===== src/hdl/ray_triangle_intersect_assert.svh =====
// assertion helpers shared by the intersect block
`ifndef RAY_TRIANGLE_INTERSECT_ASSERT_SVH
`define RAY_TRIANGLE_INTERSECT_ASSERT_SVH

// implication checked on every clock edge outside reset
`define RTI_ASSERT_IMP(label, clk, rst, ante, cons, msg) \
   label: assert property (@(posedge clk) disable iff (rst) (ante) |-> (cons)) \
      else $error(msg);

// condition that must never hold outside reset
`define RTI_ASSERT_NEVER(label, clk, rst, cond, msg) \
   label: assert property (@(posedge clk) disable iff (rst) !(cond)) else $error(msg);

`endif


===== src/hdl/rti_pkg.sv =====
package rti_pkg;

   // coordinates are fixed 16-bit signed fixed point
   localparam int CoordW = 16;
   // width of determinant and numerators
   localparam int WW = 53;
   // width of the distance threshold compare
   localparam int TW = 70;
   // low slice width for splitting epsilon times det
   localparam int SplitW = 27;
   // quotient bits: 16 integer and 16 fraction
   localparam int QW = 32;
   localparam int QDepth = 2;
   localparam int QAw = $clog2(QDepth);

   typedef logic signed [CoordW-1:0] coord_type;

   // configuration register indexes
   typedef enum logic [1:0] {
      REG_VERTEX = 2'd0,
      REG_EDGE_P = 2'd1,
      REG_EDGE_Q = 2'd2,
      REG_EPSILON = 2'd3
   } reg_index_type;

   typedef struct packed {
      coord_type ox;
      coord_type oy;
      coord_type oz;
      coord_type dx;
      coord_type dy;
      coord_type dz;
   } ray_type;

   typedef struct packed {
      logic [3*CoordW-1:0] vertex;
      logic [3*CoordW-1:0] edge_p;
      logic [3*CoordW-1:0] edge_q;
      logic [CoordW-1:0]   eps;
   } tri_cfg_type;

   // one classified item waiting for its division
   typedef struct packed {
      logic          hit;
      logic          sat;
      logic [WW-1:0] tn;
      logic [WW-1:0] adet;
   } qent_type;

   typedef struct packed {
      logic     valid;
      qent_type ent;
   } push_type;

   // pick coordinate k (0 = x) out of a packed triple
   function automatic coord_type coord_of(logic [3*CoordW-1:0] p, int k);
      coord_of = p[CoordW*k +: CoordW];
   endfunction

endpackage


===== src/hdl/rti_queue.sv =====
module rti_queue import rti_pkg::*; (
   input  logic     clock,
   input  logic     reset,
   input  push_type push,
   output push_type head
);

`include "ray_triangle_intersect_assert.svh"

   qent_type       mem_ff[QDepth];
   logic [QAw-1:0] wr_ff;
   logic [QAw-1:0] rd_ff;
   logic [QAw:0]   count_ff;
   logic           pop;

   // the back part takes an item whenever one waits
   assign pop = (count_ff != '0);
   assign head.valid = pop;
   assign head.ent = mem_ff[rd_ff];

   // storage
   always_ff @(posedge clock) begin
      if (push.valid) begin
         mem_ff[wr_ff] <= push.ent;
      end
   end

   // pointers and fill level
   always_ff @(posedge clock) begin
      if (reset) begin
         wr_ff <= '0;
         rd_ff <= '0;
         count_ff <= '0;
      end else begin
         if (push.valid) begin
            wr_ff <= wr_ff + 1'b1;
         end
         if (pop) begin
            rd_ff <= rd_ff + 1'b1;
         end
         count_ff <= count_ff + (QAw+1)'(push.valid) - (QAw+1)'(pop);
      end
   end

   `RTI_ASSERT_NEVER(a_queue_no_overflow, clock, reset, count_ff > (QAw+1)'(QDepth) - 1'b1, "queue overfilled")

endmodule


===== config.mk =====
export PLATFORM = sky130hd
export DESIGN_NAME = rti_queue
export DESIGN_NICKNAME = d
export VERILOG_FILES = /design/src/hdl/rti_pkg.sv /design/src/hdl/rti_queue.sv
export VERILOG_INCLUDE_DIRS = /design/src /design/src/hdl
export SDC_FILE = /design/constraint.sdc
export NUM_CORES = 1
export LEC_CHECK = 0
export ABC_AREA = 1
export BUFFER_PORTS_ARGS = -buffer_cell sky130_fd_sc_hd__buf_2
export CORE_UTILIZATION = 30
export DETAILED_ROUTE_END_ITERATION = 16
export PLACE_DENSITY = 0.48
export SYNTH_ARGS = -nofsm -noshare
export SYNTH_HDL_FRONTEND = slang
export SYNTH_SLANG_ARGS = --single-unit

===== constraint.sdc =====
create_clock -name clock -period 8.2 [get_ports clock]
set_input_delay 1.64 -clock clock [delete_from_list [all_inputs] [get_ports clock]]
set_output_delay 1.64 -clock clock [all_outputs]
set_load 0.005 [all_outputs]

==> flow_summary.yaml <==
min_path:
  min_from: "rd_ff"
  hold_class: "reg -> reg"
  hold_end: "rd_ff"
  min_path_cells: 3
clock_network:
  tritoncts: "done"
  hold_buffers: 0
  root_buffer: "clkbuf_16"
  cts_sinks: 221
  clk_pin_slew_worst_paths_ps: 60
  postCtsSetupRepairBufs: 0
  clk_path_buf_depth: 3
  htreeDepth: 1
  ctsResizeCount: 0
  cts_buffers: 25
  clock_latency_ps: 510
routing:
  routed-via-count: 4856
  drc: 0
  routedWlPerCell_um: 13.3
  detail-route-antenna-nets: 0
  vias_per_cell: 3.99
  drtIter0Drc: 224
  firstDrtPassIters: 4
  wl_mm: 16.2
grt:
  gr-usage-met2_pct: 16.8
  grt_pass1_vias: 4473
  grt_antenna_before_repair: 4
  track_usage_pct: 10.9
  busiest_layer: "met2"
  grt_use_met3_pct: 5.02
  use_met1_pct: 13.7
  grt_pass1_wl_mm: 24.4
  grt_max_degree: 76
  overflow: 0
timing:
  fin_skew_ps: 4.93
  slew_headroom_pct: 42.3
  fmax_mhz: 241
  hold_slack_ps: 530
  timing.final.ws_setup_ps: 4040
  slew_violations: 0
  rsz0062_at_grt: "false"
  hold_violations: 0
  min_period_ps: 4160
  fin_tns_setup_ps: 0
  setup_viol: 0
  min_period_over_period_pct: 50.7
  tightest_slew_ps: 866
pwr:
  swShare_pct: 21.6
  p_clk_share_pct: 40.4
  p_int_w: 0.00200
  leakagePower_nw: 4.31
  power_density_nw_per_um2: 242
  switching_power_w: 0.000551
  seqPwrFrac_pct: 51.9
  pwr-share-comb_pct: 7.7
  peakVddDrop_mv: 0.158
floorplan:
  io_pins: 220
  initial_core_util_pct: 30.5
  die_h_um: 170
  rows: 61
  die_area_um2: 29000
  core-area_um2: 27900
  dieWidth_um: 170
final_layout:
  final.fill_count: 2696
  area_growth_pct: 24.3
  final_area_um2: 10600
  final_net_count: 932
  final_util_pct: 37.9
  drive_gt1_share_pct: 35.7
critical_path:
  r2r_cells: 3
  r2r-end: "mem_ff[1][92]"
  critPathTopFamily: "buffers and inverters"
  crit_path_start_kind: "register"
  crit_fanout: 75
  cp.arrival_ps: 2520
  rr_startpoint: "wr_ff"
  cp_slowest_cell: "dfxtp_4"
  critPathKind: "reg -> out"
  worstPathCellList: "buf_4 > nand2_1 > o21ai_2 > buf_2"
  crit_required_ps: 6560
  crit_path_max_incr_delay_ps: 780
  cp_num_buf_inv: 2
  ff2ff_setup_slack_ps: 6000
  endpoint_kind: "primary output"
logic_synthesis:
  synth-seq-cells: 221
  synth-seq-area-share_pct: 77.4
  synthesis.nets: 706
  synthDistinctLibCells: 18
  yosysWarnings: 0
  syn_area_um2: 8510
  syn_area_per_cell_um2: 14.3
  synth_cells: 594
placed_design:
  post_dp_cell_area_um2: 9810
  place_hpwl_mm: 10.5
  port_buffers: 219
  gp_congestion: 0.685
  pre_cts_ws_ps: 4490
outcome:
  status: "finished, final reports clean"
run:
  drv_cap: 0
## worst reg2reg max path: stages (launching register included)
cell	delay [ps]
dfxtp_1	400
nand2_1	110
inv_4	490
buf_4	750
## synth_stat cells
cell type    n  share of area [%]
clkbuf_1     5               0.22
nand3_1      1              0.059
edfxtp_1   216                 76
ha_1         1               0.15
o21ai_0     56                3.3
buf_4        4               0.35
buf_6        2               0.26
nor2_1       9               0.40
nand2_1    112                4.9
nor3_1       1              0.059
o21ai_2     40                4.1
inv_1      115                5.1
buf_2        2               0.12
buf_8        1               0.18
o21ai_1     12               0.71
dfxtp_1      5                1.2
buf_12      11                2.6
a21oi_1      1              0.059
## kinds of logic after synthesis
| group | after synthesis | share of synthesized area (%) |
|---|---|---|
| flip-flops | 221 | 77.4 |
| AO/OA/AOI/OAI | 109 | 8.18 |
| AND/OR/NAND/NOR | 123 | 5.46 |
| adder cells (fa/ha/maj) | 1 | 0.147 |
| buffers and inverters | 140 | 8.80 |
## cells in the final DEF (no fill, tap or decap), drive strengths merged, types with 2 or more instances in the layout
cell type / netlist / final
nor2: 9 / 9
nand2: 112 / 112
o21ai: 108 / 108
edfxtp: 216 / 216
bufinv: 0 / 2
buf: 20 / 224
diode: 0 / 2
clkbuf: 5 / 29
inv: 115 / 115
dfxtp: 5 / 5
clkinv: 0 / 13
## metrics by stage
step / instances / power (W)
2_1_floorplan: 594 / 0.00146
3_3_place_gp: 1171 / 0.00155
3_5_place_dp: 1171 / 0.00155
4_1_cts: 1215 / 0.00260
5_1_grt: 1216 / 0.00266
6_report: 1217 / 0.00255
## per-layer routing
metal  routed length (µm)  up-vias  share of wire, %
met4                  307        2               1.9
met1                 7100     2212                44
met3                 1660       27                10
met2                 7170      145                44
li1                     -     2470                 -
met5                   13        -             0.080
## power by group through the flow
| stage | registers (W) | logic (W) | clock network, W |
|---|---|---|---|
| after global routing | 0.00133 | 0.000225 | 0.00111 |
| after detailed placement | 0.00135 | 0.000204 | 0 |
| after CTS | 0.00133 | 0.000204 | 0.00107 |
| final | 0.00133 | 0.000197 | 0.00103 |
| after global placement | 0.00135 | 0.000203 | 0 |
| after floorplan | 0.00135 | 0.000115 | 0 |
## layout make-up
cell class / instances / area (µm²) / share of cell area, %
sequential: 221 / 6590 / 62.3
multi-input combinational: 233 / 1180 / 11.2
timing repair buffer: 224 / 1130 / 10.7
clock buffer: 29 / 641 / 6.06
tap: 378 / 473 / 4.47
inverter: 115 / 434 / 4.11
clock inverter: 15 / 115 / 1.09
antenna: 2 / 5.00 / 0.0473
## state kept, by name, indices dropped and copies added, names as in the netlist, named ones only
register  cells
rd_ff         1
mem_ff      216
wr_ff         1
count_ff      2
## worst max-delay path by stage
stage                         start      endpoint  slack [ps]  depth (start not counted)
after CTS                  register      head[97]        3960                          4
final                      register      head[97]        4040                          4
after global routing       register      head[86]        3790                          4
after global placement     register      head[62]        4480                          3
after floorplan           push[108]  mem_ff[0][0]        1420                          2
after detailed placement   register      head[62]        4490                          3
Note: power is estimated with default switching activity, not from simulation.
